**src/hw/rtl/l1_release_coherence_ctrl_unit_macros.svh**
```systemverilog
// Assertion macros shared by the L1 release coherence controller RTL.
`ifndef L1_RELEASE_COHERENCE_CTRL_UNIT_MACROS_SVH
`define L1_RELEASE_COHERENCE_CTRL_UNIT_MACROS_SVH
`ifndef SYNTH
`define L1RC_ASSERT_IMP(lbl, ante, cons) \
    lbl: assert property (@(posedge aclk) disable iff (!aresetn) (ante) |-> (cons)) \
        else $error("l1rc check failed");
`define L1RC_ASSERT_NXT(lbl, ante, cons) \
    lbl: assert property (@(posedge aclk) disable iff (!aresetn) (ante) |=> (cons)) \
        else $error("l1rc check failed");
`else
`define L1RC_ASSERT_IMP(lbl, ante, cons)
`define L1RC_ASSERT_NXT(lbl, ante, cons)
`endif
`endif

```
**src/hw/rtl/l1rc_pkg.sv**
```systemverilog
// Types and constants of the L1 release coherence controller.
`timescale 1ns / 1ps
`default_nettype none
package l1rc_pkg;
    localparam logic [2:0] KIND_LOAD    = 3'd0;
    localparam logic [2:0] KIND_STORE   = 3'd1;
    localparam logic [2:0] KIND_ACQUIRE = 3'd2;
    localparam logic [2:0] KIND_RELEASE = 3'd3;
    localparam logic [2:0] KIND_DATA    = 3'd4;
    localparam logic [2:0] KIND_WB_REQ  = 3'd5;
    localparam logic [2:0] KIND_INVAL   = 3'd6;

    localparam logic [1:0] MSG_GETV = 2'd0;
    localparam logic [1:0] MSG_GETO = 2'd1;
    localparam logic [1:0] MSG_WB   = 2'd2;
    localparam logic [1:0] MSG_HIT  = 2'd3;

    localparam int MAX_RESULTS = 8;
    localparam int CNT_W = $clog2(MAX_RESULTS + 1);

    typedef struct packed {
        logic [1:0]         kind;
        logic [31:0]        address;
        logic signed [31:0] value;
        logic               req_scope;
    } msg_t;
endpackage
`default_nettype wire

```
**src/hw/rtl/l1_release_coherence_ctrl_unit.sv**
```systemverilog
// Top level of the L1 release coherence controller: block state and sequencer.
// Use: the s_ channel carries processor requests and L2 messages (kind,
// address, data, scope, ownership grant, flush flag); the m_ channel returns
// GetV, GetO, write-back and hit-data messages, the last of an item flagged
// by m_last. cfg_we/cfg_wdata set the cache number sent as m_source_number.
// Flow: an accepted item passes through the lookup step, then for a
// GPU release, a GPU-scope data response or a flushing write-back request a
// scan of all BLOCK_COUNT entries, one entry a cycle while the output has
// room, through the shared tag and state check, then the closing step.
// s_ready is high only between items. The final message leaves the holding
// slot in the closing step and appears on m_ in the cycle after.
// Stall: when m_ready is low the sequencer waits whenever a new message has
// no room; nothing is dropped except messages beyond eight per item.
// Reset: valid, dirty and owned bits clear, cache number is 0, output empty.
`timescale 1ns / 1ps
`default_nettype none
`include "l1_release_coherence_ctrl_unit_macros.svh"
module l1_release_coherence_ctrl_unit #(
    parameter int BLOCK_COUNT = 8,
    parameter int NUM_CACHES = 4
) (
    input  wire logic                            aclk,
    input  wire logic                            aresetn,
    input  wire logic                            cfg_we,
    input  wire logic [$clog2(NUM_CACHES)-1:0]   cfg_wdata,
    input  wire logic                            s_valid,
    output logic                                 s_ready,
    input  wire logic [2:0]                      s_kind,
    input  wire logic [31:0]                     s_address,
    input  wire logic signed [31:0]              s_data_value,
    input  wire logic                            s_gpu_scope,
    input  wire logic                            s_grants_owned,
    input  wire logic                            s_flush_others,
    output logic                                 m_valid,
    input  wire logic                            m_ready,
    output logic [1:0]                           m_msg_kind,
    output logic [31:0]                          m_msg_address,
    output logic signed [31:0]                   m_msg_value,
    output logic                                 m_msg_gpu_scope,
    output logic [$clog2(NUM_CACHES)-1:0]        m_source_number,
    output logic                                 m_last
);
    localparam int IW = (BLOCK_COUNT > 1) ? $clog2(BLOCK_COUNT) : 1;

    typedef enum logic [1:0] {ST_IDLE, ST_FIRST, ST_SCAN, ST_FINISH} state_t;

    state_t                state_reg;
    logic                  mode_inv_reg;   // scan self-invalidates, else flushes
    logic [IW-1:0]         scan_reg;
    logic [l1rc_pkg::CNT_W-1:0] cnt_reg;
    logic [$clog2(NUM_CACHES)-1:0] cache_num_reg;

    logic [2:0]            kind_reg;
    logic [31:0]           addr_reg;
    logic signed [31:0]    val_reg;
    logic                  gpu_reg;
    logic                  grant_reg;
    logic                  others_reg;

    logic [31:0]           tag_mem [BLOCK_COUNT];
    logic signed [31:0]    data_mem [BLOCK_COUNT];
    logic [BLOCK_COUNT-1:0] valid_reg;
    logic [BLOCK_COUNT-1:0] dirty_reg;
    logic [BLOCK_COUNT-1:0] owned_reg;

    logic                  hit;
    logic [IW-1:0]         hidx;
    logic                  inv_any;
    logic [IW-1:0]         inv_idx;
    logic [IW-1:0]         rd_idx;
    logic                  emit_req;
    l1rc_pkg::msg_t        emit_msg;
    logic                  drop;
    logic                  emit_go;
    logic                  q_push;
    logic                  q_can_push;
    logic                  q_close_ok;
    logic                  q_empty;
    logic                  scan_cond;

    // parallel tag match and free-entry search
    always_comb begin
        hit     = 1'b0;
        hidx    = '0;
        inv_any = 1'b0;
        inv_idx = '0;
        for (int i = BLOCK_COUNT - 1; i >= 0; i--) begin
            if (valid_reg[i] && tag_mem[i] == addr_reg) begin
                hit  = 1'b1;
                hidx = IW'(i);
            end
            if (!valid_reg[i]) begin
                inv_any = 1'b1;
                inv_idx = IW'(i);
            end
        end
    end

    assign rd_idx = (state_reg == ST_SCAN) ? scan_reg : (hit ? hidx : '0);

    always_comb begin
        emit_req  = 1'b0;
        emit_msg  = '0;
        scan_cond = 1'b0;
        unique case (state_reg)
            ST_FIRST: begin
                unique case (kind_reg)
                    l1rc_pkg::KIND_LOAD: begin
                        emit_req = 1'b1;
                        emit_msg.address = addr_reg;
                        if (hit) begin
                            emit_msg.kind  = l1rc_pkg::MSG_HIT;
                            emit_msg.value = data_mem[rd_idx];
                        end else begin
                            emit_msg.kind      = l1rc_pkg::MSG_GETV;
                            emit_msg.req_scope = gpu_reg;
                        end
                    end
                    l1rc_pkg::KIND_STORE: begin
                        emit_req           = !(hit && owned_reg[hidx]);
                        emit_msg.kind      = l1rc_pkg::MSG_GETO;
                        emit_msg.address   = addr_reg;
                        emit_msg.req_scope = gpu_reg;
                    end
                    l1rc_pkg::KIND_ACQUIRE: begin
                        emit_req           = gpu_reg || !hit;
                        emit_msg.kind      = l1rc_pkg::MSG_GETV;
                        emit_msg.address   = addr_reg;
                        emit_msg.req_scope = gpu_reg;
                    end
                    l1rc_pkg::KIND_RELEASE, l1rc_pkg::KIND_WB_REQ: begin
                        emit_req = hit && dirty_reg[hidx] &&
                                   (gpu_reg || kind_reg == l1rc_pkg::KIND_WB_REQ);
                        emit_msg.kind    = l1rc_pkg::MSG_WB;
                        emit_msg.address = addr_reg;
                        emit_msg.value   = data_mem[rd_idx];
                    end
                    l1rc_pkg::KIND_DATA: begin
                        // victim is entry 0 when nothing matches and nothing is free
                        emit_req = !hit && !inv_any && dirty_reg[0];
                        emit_msg.kind    = l1rc_pkg::MSG_WB;
                        emit_msg.address = tag_mem[0];
                        emit_msg.value   = data_mem[rd_idx];
                    end
                    default: begin
                        emit_req = 1'b0;
                    end
                endcase
            end
            ST_SCAN: begin
                if (mode_inv_reg) begin
                    scan_cond = valid_reg[scan_reg] && !owned_reg[scan_reg] &&
                                tag_mem[scan_reg] != addr_reg;
                    emit_req  = scan_cond && dirty_reg[scan_reg];
                end else begin
                    scan_cond = valid_reg[scan_reg] && dirty_reg[scan_reg] &&
                                !owned_reg[scan_reg];
                    emit_req  = scan_cond;
                end
                emit_msg.kind    = l1rc_pkg::MSG_WB;
                emit_msg.address = tag_mem[scan_reg];
                emit_msg.value   = data_mem[rd_idx];
            end
            default: begin
                emit_req = 1'b0;
            end
        endcase
    end

    assign drop    = cnt_reg >= l1rc_pkg::CNT_W'(l1rc_pkg::MAX_RESULTS);
    assign emit_go = !emit_req || drop || q_can_push;
    assign q_push  = emit_req && !drop;
    assign s_ready = (state_reg == ST_IDLE);

    always_ff @(posedge aclk) begin
        if (!aresetn) begin
            state_reg     <= ST_IDLE;
            valid_reg     <= '0;
            dirty_reg     <= '0;
            owned_reg     <= '0;
            cnt_reg       <= '0;
            cache_num_reg <= '0;
            scan_reg      <= '0;
            mode_inv_reg  <= 1'b0;
        end else begin
            if (cfg_we) begin
                cache_num_reg <= cfg_wdata;
            end
            if (q_push && q_can_push) begin
                cnt_reg <= cnt_reg + 1'b1;
            end
            unique case (state_reg)
                ST_IDLE: begin
                    if (s_valid) begin
                        kind_reg   <= s_kind;
                        addr_reg   <= s_address;
                        val_reg    <= s_data_value;
                        gpu_reg    <= s_gpu_scope;
                        grant_reg  <= s_grants_owned;
                        others_reg <= s_flush_others;
                        cnt_reg    <= '0;
                        state_reg  <= ST_FIRST;
                    end
                end
                ST_FIRST: begin
                    if (emit_go) begin
                        state_reg <= ST_FINISH;
                        scan_reg  <= '0;
                        unique case (kind_reg)
                            l1rc_pkg::KIND_STORE: begin
                                if (hit && owned_reg[hidx]) begin
                                    data_mem[hidx]  <= val_reg;
                                    dirty_reg[hidx] <= 1'b1;
                                end
                            end
                            l1rc_pkg::KIND_RELEASE: begin
                                if (gpu_reg) begin
                                    if (hit && dirty_reg[hidx]) begin
                                        dirty_reg[hidx] <= 1'b0;
                                        owned_reg[hidx] <= 1'b1;
                                    end
                                    mode_inv_reg <= 1'b0;
                                    state_reg    <= ST_SCAN;
                                end
                            end
                            l1rc_pkg::KIND_DATA: begin
                                if (hit) begin
                                    data_mem[hidx]  <= val_reg;
                                    dirty_reg[hidx] <= 1'b0;
                                    owned_reg[hidx] <= grant_reg;
                                end else if (inv_any) begin
                                    tag_mem[inv_idx]   <= addr_reg;
                                    data_mem[inv_idx]  <= val_reg;
                                    valid_reg[inv_idx] <= 1'b1;
                                    dirty_reg[inv_idx] <= 1'b0;
                                    owned_reg[inv_idx] <= grant_reg;
                                end else begin
                                    tag_mem[0]   <= addr_reg;
                                    data_mem[0]  <= val_reg;
                                    dirty_reg[0] <= 1'b0;
                                    owned_reg[0] <= grant_reg;
                                end
                                if (gpu_reg) begin
                                    mode_inv_reg <= 1'b1;
                                    state_reg    <= ST_SCAN;
                                end
                            end
                            l1rc_pkg::KIND_WB_REQ: begin
                                if (hit && dirty_reg[hidx]) begin
                                    dirty_reg[hidx] <= 1'b0;
                                    if (owned_reg[hidx] && others_reg) begin
                                        mode_inv_reg <= 1'b0;
                                        state_reg    <= ST_SCAN;
                                    end
                                end
                            end
                            l1rc_pkg::KIND_INVAL: begin
                                if (hit) begin
                                    valid_reg[hidx] <= 1'b0;
                                    dirty_reg[hidx] <= 1'b0;
                                    owned_reg[hidx] <= 1'b0;
                                end
                            end
                            default: begin
                                state_reg <= ST_FINISH;
                            end
                        endcase
                    end
                end
                ST_SCAN: begin
                    if (emit_go) begin
                        if (scan_cond) begin
                            dirty_reg[scan_reg] <= 1'b0;
                            if (mode_inv_reg) begin
                                valid_reg[scan_reg] <= 1'b0;
                            end
                        end
                        if (scan_reg == IW'(BLOCK_COUNT - 1)) begin
                            state_reg <= ST_FINISH;
                        end else begin
                            scan_reg <= scan_reg + 1'b1;
                        end
                    end
                end
                ST_FINISH: begin
                    if (q_close_ok) begin
                        state_reg <= ST_IDLE;
                    end
                end
                default: begin
                    state_reg <= ST_IDLE;
                end
            endcase
        end
    end

    l1rc_msg_q u_msg_q (
        .aclk            (aclk),
        .aresetn         (aresetn),
        .push            (q_push),
        .push_msg        (emit_msg),
        .close           (state_reg == ST_FINISH),
        .can_push        (q_can_push),
        .close_ok        (q_close_ok),
        .empty           (q_empty),
        .m_valid         (m_valid),
        .m_ready         (m_ready),
        .m_msg_kind      (m_msg_kind),
        .m_msg_address   (m_msg_address),
        .m_msg_value     (m_msg_value),
        .m_msg_gpu_scope (m_msg_gpu_scope),
        .m_last          (m_last)
    );

    assign m_source_number = cache_num_reg;

    `L1RC_ASSERT_IMP(a_idle_slot_empty, state_reg == ST_IDLE, q_empty)
    `L1RC_ASSERT_IMP(a_cnt_bound, 1'b1, cnt_reg <= l1rc_pkg::CNT_W'(l1rc_pkg::MAX_RESULTS))
    `L1RC_ASSERT_NXT(a_accept_lookup, s_valid && s_ready, state_reg == ST_FIRST)
endmodule
`default_nettype wire

```
**src/hw/rtl/l1rc_msg_q.sv**
```systemverilog
// One-deep holding slot plus output register; marks the final message of an item.
`timescale 1ns / 1ps
`default_nettype none
module l1rc_msg_q (
    input  wire logic               aclk,
    input  wire logic               aresetn,
    input  wire logic               push,
    input  wire l1rc_pkg::msg_t     push_msg,
    input  wire logic               close,
    output logic                    can_push,
    output logic                    close_ok,
    output logic                    empty,
    output logic                    m_valid,
    input  wire logic               m_ready,
    output logic [1:0]              m_msg_kind,
    output logic [31:0]             m_msg_address,
    output logic signed [31:0]      m_msg_value,
    output logic                    m_msg_gpu_scope,
    output logic                    m_last
);
    l1rc_pkg::msg_t pend_reg;
    logic           pend_v_reg;
    l1rc_pkg::msg_t out_reg;
    logic           out_v_reg;
    logic           last_reg;
    logic           out_free;

    assign out_free = !out_v_reg || m_ready;
    assign can_push = !pend_v_reg || out_free;
    assign close_ok = !pend_v_reg || out_free;
    assign empty    = !pend_v_reg;

    always_ff @(posedge aclk) begin
        if (!aresetn) begin
            pend_v_reg <= 1'b0;
            out_v_reg  <= 1'b0;
        end else begin
            if (push && can_push) begin
                if (pend_v_reg) begin
                    out_reg   <= pend_reg;
                    last_reg  <= 1'b0;
                    out_v_reg <= 1'b1;
                end else if (m_ready) begin
                    out_v_reg <= 1'b0;
                end
                pend_reg   <= push_msg;
                pend_v_reg <= 1'b1;
            end else if (close && pend_v_reg && out_free) begin
                out_reg    <= pend_reg;
                last_reg   <= 1'b1;
                out_v_reg  <= 1'b1;
                pend_v_reg <= 1'b0;
            end else if (m_ready) begin
                out_v_reg <= 1'b0;
            end
        end
    end

    assign m_valid         = out_v_reg;
    assign m_msg_kind      = out_reg.kind;
    assign m_msg_address   = out_reg.address;
    assign m_msg_value     = out_reg.value;
    assign m_msg_gpu_scope = out_reg.req_scope;
    assign m_last          = last_reg;
endmodule
`default_nettype wire

```
**config.mk**
```make
export PLATFORM = sky130hd
export DESIGN_NAME = l1_release_coherence_ctrl_unit
export DESIGN_NICKNAME = d
export VERILOG_FILES = /design/src/hw/rtl/l1rc_pkg.sv /design/src/hw/rtl/l1_release_coherence_ctrl_unit.sv /design/src/hw/rtl/l1rc_msg_q.sv
export VERILOG_INCLUDE_DIRS = /design/src /design/src/hw/rtl
export SDC_FILE = /design/constraint.sdc
export NUM_CORES = 1
export LEC_CHECK = 0
export ABC_CLOCK_PERIOD_IN_PS = 7700
export BUFFER_PORTS_ARGS = -buffer_cell sky130_fd_sc_hd__buf_2
export CAP_MARGIN = 10
export CORE_MARGIN = 2
export CORE_UTILIZATION = 52
export CTS_CLUSTER_SIZE = 8
export DETAILED_ROUTE_END_ITERATION = 8
export PLACE_DENSITY_LB_ADDON = 0.1
export SETUP_SLACK_MARGIN = 0.3
export SLEW_MARGIN = 20
export SYNTH_ARGS = -nofsm -noshare
export SYNTH_HDL_FRONTEND = slang
export SYNTH_HIERARCHICAL = 1
export SYNTH_SLANG_ARGS = --single-unit
```
**constraint.sdc**
```tcl
create_clock -name aclk -period 7.7 [get_ports aclk]
set_input_delay 1.155 -clock aclk [delete_from_list [all_inputs] [get_ports aclk]]
set_output_delay 1.155 -clock aclk [all_outputs]
set_load 0.02 [all_outputs]
```
; Word-level counts from Yosys, hierarchy flattened
; Memory sizes are Yosys's and may differ from the RTL's. A register that Yosys moved wholly into a read port is not among the register bits.
; Index checks and enable logic that the tools add are counted.
[word_totals]
regBits = 243
ramBits = 512
out_inout_bits = 72
word_cells = 322
memories = 2
[memory_table]
columns = name, depth, word_bits, rd, rd_clocked_by_memory_dff, write_ports, line
row1 = data_mem, 8, 32, 1, 0, 1, l1_release_coherence_ctrl_unit.sv:61  ; logic signed [31:0] data_mem [BLOCK_COUNT];
row2 = tag_mem, 8, 32, 9, 1, 1, l1_release_coherence_ctrl_unit.sv:60  ; logic [31:0] tag_mem [BLOCK_COUNT];
[op_classes]
add_sub_neg = 2
magnitude_cmp = 7
n_eq_ne = 43
n_mux = 164
n_bitwise = 13
reduce_logical = 64
[op_table]
columns = op, count
row1 = equality test 32 bit, 8
row2 = two-way mux 67 bit, 3
row3 = one-hot mux 34 bit (5 select lines), 1
row4 = two-way mux 32 bit, 5
row5 = two-way mux 8 bit, 19
row6 = one-hot mux 66 bit (2 select lines), 1
row7 = OR reduction 32 bit, 3
row8 = two-way mux 3 bit, 26
row9 = two-way mux 1 bit, 75
row10 = one-hot mux 32 bit (2 select lines), 1
row11 = AND 8 bit, 6
row12 = one-hot mux 8 bit (2 select lines), 3
row13 = one-hot mux 8 bit (5 select lines), 1
row14 = != test 32 bit, 1
row15 = logical AND 1 bit, 26
row16 = inverter 8 bit, 3
row17 = OR 8 bit, 3
row18 = one-hot mux 8 bit (3 select lines), 1
row19 = "!= test 2 bit, second input constant", 11
row20 = "!= test 3 bit, second input constant", 6
row21 = AND reduction 9 bit, 2
row22 = bitwise mux 8 bit, 2
row23 = binary-select mux 1 bit (select 3 bit), 5
row24 = two-way mux 7 bit, 2
row25 = 38 further kinds, 79

; Logic depth before layout (Yosys ltp)
; An unclocked memory read counts as a cell.
[depth]
depth_word = 27
depth_mapped = 17
depth_no_buf = 12

; By module
; The synthesis kept the hierarchy.
[modules_own_cells]
columns = module, instances, cells_per_inst, area_each_um2
row1 = l1_release_coherence_ctrl_unit, 1, 2394, 30264.0
row2 = l1rc_msg_q, 1, 150, 4170.2

; Worst setup path before layout
; Ideal clock, no wire load.
[synth_timing]
path_kind = register to register
from = register addr_reg[20]
to = memory data_mem[2][0] (enable)
arrival_time_ns = 5.827
t_required_ns = 7.232
setup_slack_ns = 1.405
path_stages_with_launch = 14
path_buffers = 2
period_less_slack_ns = 6.295
cell_sequence = edfxtp_1 buf_6 xor2_1 or4_4 nor4_4 a41oi_2 or3_4 o21a_4 o21a_4 a31oi_4 a211oi_4 buf_6 nor4b_4 nor3b_1
[synth_between]
elab_chain_len = 26
word_cells_on_any_way = 84
cone_classes = 9 x eq/ne / 51 x mux / 1 x bitwise / 23 x reduce/logical
[synth_lines]
columns = element, line
row1 = from (decl), l1_release_coherence_ctrl_unit.sv:54  ; logic [31:0] addr_reg;
row2 = from (signal assigned), l1_release_coherence_ctrl_unit.sv:196  ; addr_reg <= s_address;
row3 = equality test 32 bit, l1_release_coherence_ctrl_unit.sv:88  ; if (valid_reg[i] && tag_mem[i] == addr_reg) begin
row4 = logical AND 1 bit, l1_release_coherence_ctrl_unit.sv:88
row5 = two-way mux 3 bit (8 in a row), l1_release_coherence_ctrl_unit.sv:88
row6 = "binary-select mux 1 bit (select 3 bit), on equally long branches", "l1_release_coherence_ctrl_unit.sv:132, l1_release_coherence_ctrl_unit.sv:120, l1_release_coherence_ctrl_unit.sv:211"
row7 = "two-way mux 1 bit, on equally long branches", "l1_release_coherence_ctrl_unit.sv:132, l1_release_coherence_ctrl_unit.sv:120, l1_release_coherence_ctrl_unit.sv:211"
row8 = "logical AND 1 bit, on equally long branches", "l1_release_coherence_ctrl_unit.sv:132, l1_release_coherence_ctrl_unit.sv:120, l1_release_coherence_ctrl_unit.sv:211"
row9 = logical AND 1 bit or zero test 1 bit (tied branches), "l1_release_coherence_ctrl_unit.sv:132, l1_release_coherence_ctrl_unit.sv:120"
row10 = one-hot mux 1 bit (5 select lines), l1_release_coherence_ctrl_unit.sv:107  ; unique case (kind_reg)
row11 = one-hot mux 1 bit (2 select lines), l1_release_coherence_ctrl_unit.sv:105  ; unique case (state_reg)
row12 = zero test 1 bit, l1_release_coherence_ctrl_unit.sv:171  ; assign emit_go = !emit_req || drop || q_can_push;
row13 = logical OR 1 bit (2 in a row), l1_release_coherence_ctrl_unit.sv:171
row14 = two-way mux 1 bit, l1_release_coherence_ctrl_unit.sv:206  ; if (emit_go) begin
row15 = two-way mux 1 bit, l1_release_coherence_ctrl_unit.sv:192  ; unique case (state_reg)
row16 = two-way mux 1 bit, l1_release_coherence_ctrl_unit.sv:176  ; if (!aresetn) begin
row17 = "two-way mux 1 bit, on equally long branches", "l1_release_coherence_ctrl_unit.sv:233, l1_release_coherence_ctrl_unit.sv:212, l1_release_coherence_ctrl_unit.sv:228"
row18 = OR reduction 32 bit (no source line) or OR 1 bit (tied branches), --
row19 = two-way mux 3 bit (no source line) or two-way mux 1 bit (tied branches) (2 in a row), --
row20 = to (decl), l1_release_coherence_ctrl_unit.sv:61
; Parallel ways exist; a longest one is shown, timed or not. The select of a mux whose other input is x is not followed.

==> results.sh <==
export IMPL_drive_gt1_frac=0.164
export IMPL_grt_pass1_vias=21900
export IMPL_fillers=5097
export IMPL_fin_hold_ws_ps=412
export IMPL_met2_usage=0.507
export IMPL_critPathMaxStageDelay_ps=950
export IMPL_ir_drop_mv=0.199
export IMPL_htreeDepth=3
export IMPL_critPathTopFamily="compound AO/OA/AOI/OAI gates"
export IMPL_path_cells="mux4_2 > mux2i_1 > xnor2_1 > nor4_1 > nand3_1 > o31ai_1 > nor3_1 > a21o_1 > a31oi_4 > a211oi_4 > o31ai_4 > o2111a_2"
export IMPL_cts_path_max_buffers=3
export IMPL_period_share=0.835
export IMPL_pin_count=149
export IMPL_cp_num_buf_inv=0
export IMPL_cts_tree="built"
export IMPL_power_mw=10.8
export IMPL_clkLatencyLatePin_ps=690
export IMPL_final_nets=2780
export IMPL_reg2regPathDepth=12
export IMPL_grt_busiest_layer="met2"
export IMPL_port_buffers=148
export IMPL_hold_viol=0
export IMPL_globalplace_congestion=1.05
export IMPL_crit_arrival_ps=6700
export IMPL_min_path_type="reg -> reg"
export IMPL_grt_ovfl_total=0
export IMPL_vias=23000
export IMPL_finalSetupViolations=0
export IMPL_clockRootBuffer="clkbuf_16"
export IMPL_wl_per_cell_um=31.1
export IMPL_drt_iter0_drc=2972
export IMPL_synth_cell_area_mm2=0.0344
export IMPL_grtUsageMet1=0.466
export IMPL_drv_cap=0
export IMPL_syn_inst=2543
export IMPL_fin_tns_setup_ps=0
export IMPL_synth_nets=2628
export IMPL_core_area_mm2=0.0656
export IMPL_setup_worst_path_end="data_mem[3][10]"
export IMPL_min_from="u_msg_q/pend_reg[6]"
export IMPL_rsz0062_at_grt="false"
export IMPL_first_pass_iters=6
export IMPL_placed_area_mm2=0.0361
export IMPL_grt_antenna_before_repair=4
export IMPL_drc=0
export IMPL_via_per_inst=6.41
export IMPL_post_route_min_period_ps=6430
export IMPL_cp_max_fo=43
export IMPL_track_usage=0.327
export IMPL_antenna_left=0
export IMPL_start_util=0.525
export IMPL_finalWirelength_mm=112
export IMPL_startpoint_type="flip-flop"
export IMPL_die_area_mm2=0.0683
export IMPL_antennaDiodeCount=0
export IMPL_post_cts_resized=0
export IMPL_p_per_area_mw_per_mm2=276
export IMPL_r2r_slack_ps=1270
export IMPL_die_y_um=261
export IMPL_cts_hold_buf=0
export IMPL_cts_sinks=758
export IMPL_design_area_mm2=0.0391
export IMPL_clk_pin_slew_ps=50
export IMPL_grt_pass1_wl_mm=158
export IMPL_cts_buffers=105
export IMPL_hpwl_mm=76.2
export IMPL_max_freq_mhz=156
export IMPL_grt_max_degree=129
export IMPL_skew_ps=48.4
export IMPL_r2r_end="data_mem[3][10]"
export IMPL_fp_dieW_um=261
export IMPL_avgSynthCellArea_um2=13.5
export IMPL_drv_slew=0
export IMPL_critPathRequiredTime_ps=7980
export IMPL_path_depth=12
export IMPL_crit_type="reg -> reg"
export IMPL_slew_headroom=0.270
export IMPL_grt_util_met3=0.0555
export IMPL_status="complete, no violations"
export IMPL_yosys_warnings=6
export IMPL_fp_row_count=94
export IMPL_endpoint_kind="flip-flop"
export IMPL_crit_path_top_delay_cell="o2111a_2"
export IMPL_cts_setup_buffers=0
export IMPL_syn_to_final_growth_pct=13.5
export IMPL_multi_input_area_mm2=0.0114
export IMPL_worstMarginPinSlew_ps=1100
export IMPL_ff_latch_area_mm2=0.0224
export IMPL_p_leak_nw=12.8
## worst reg2reg max path: cells and delay by family, from the launching register on
family,cells,cell delay [ps]
muxes,2,1020
and+or+nand+nor,3,1020
DFF,1,940
AOI/OAI and AO/OA,6,2810
xor gates and xnor gates,1,210
## metal layers
layer,vias up,wire (um),part of all wire
met5,-,27,0.00024
met4,4,4480,0.040
met3,229,9570,0.086
met2,1246,51400,0.46
met1,11600,46200,0.41
li1,9956,-,-
## cells in the final DEF, fill, tap and decap left out, types with 6 or more instances in the layout
cell type and count:
or4_1 10, clkinv_16 6, edfxtp_1 717, nand4b_1 11, nor4b_1 8, buf_2 148, o22ai_1 40, nor2b_1 10
nand4_1 37, clkbuf_1 23, mux2i_1 43, a21oi_1 69, mux4_2 69, ha_1 8, inv_1 28, or3_1 10
xor2_1 193, a32o_1 6, nand3_1 217, nand2_1 334, nor2_4 9, buf_12 11, nor4_1 89, dfxtp_1 38
o31ai_1 6, xnor2_1 98, nand3b_1 7, nor3_1 36, nor2_1 71, a22oi_1 34, buf_4 34, a21o_1 9
clkbuf_16 105, nand2b_1 9, and3_1 11, o21ai_0 34
## worst min-delay path by stage
stage	to	slack, ps	cells after the start
2_1_floorplan	u_msg_q/m_msg_address[0]	400	0
3_5_place_dp	u_msg_q/m_msg_address[27]	400	0
5_1_grt	u_msg_q/m_msg_value[6]	420	0
6_report	u_msg_q/m_msg_value[5]	410	0
3_3_place_gp	u_msg_q/m_msg_address[1]	400	0
4_1_cts	u_msg_q/m_msg_address[15]	410	0
## stage by stage
step                instances   util  setup slack [ps]
detailed placement       3452  0.551              1380
global route             3591  0.595              1090
global placement         3452  0.551              1470
CTS                      3591  0.595              1380
finish                   3591  0.595              1270
floorplan                2543      -              1410
## report_power, final
group / internal, mW / switching (mW) / total, mW / leakage [nW]
registers: 4.70 / 0.241 / 4.94 / 6.73
clock network: 2.46 / 1.70 / 4.16 / 1.41
logic: 0.519 / 1.15 / 1.67 / 4.62
total: 7.68 / 3.09 / 10.8 / 12.8
## cell type report
cell class / count / area share
clock buffer: 129 / 0.0698
clock inverter: 10 / 0.00516
inverter: 28 / 0.00269
multi-input combinational: 1609 / 0.291
sequential: 758 / 0.572
tap: 864 / 0.0277
timing repair buffer: 193 / 0.0311
Power figures use the tool's default switching activity.
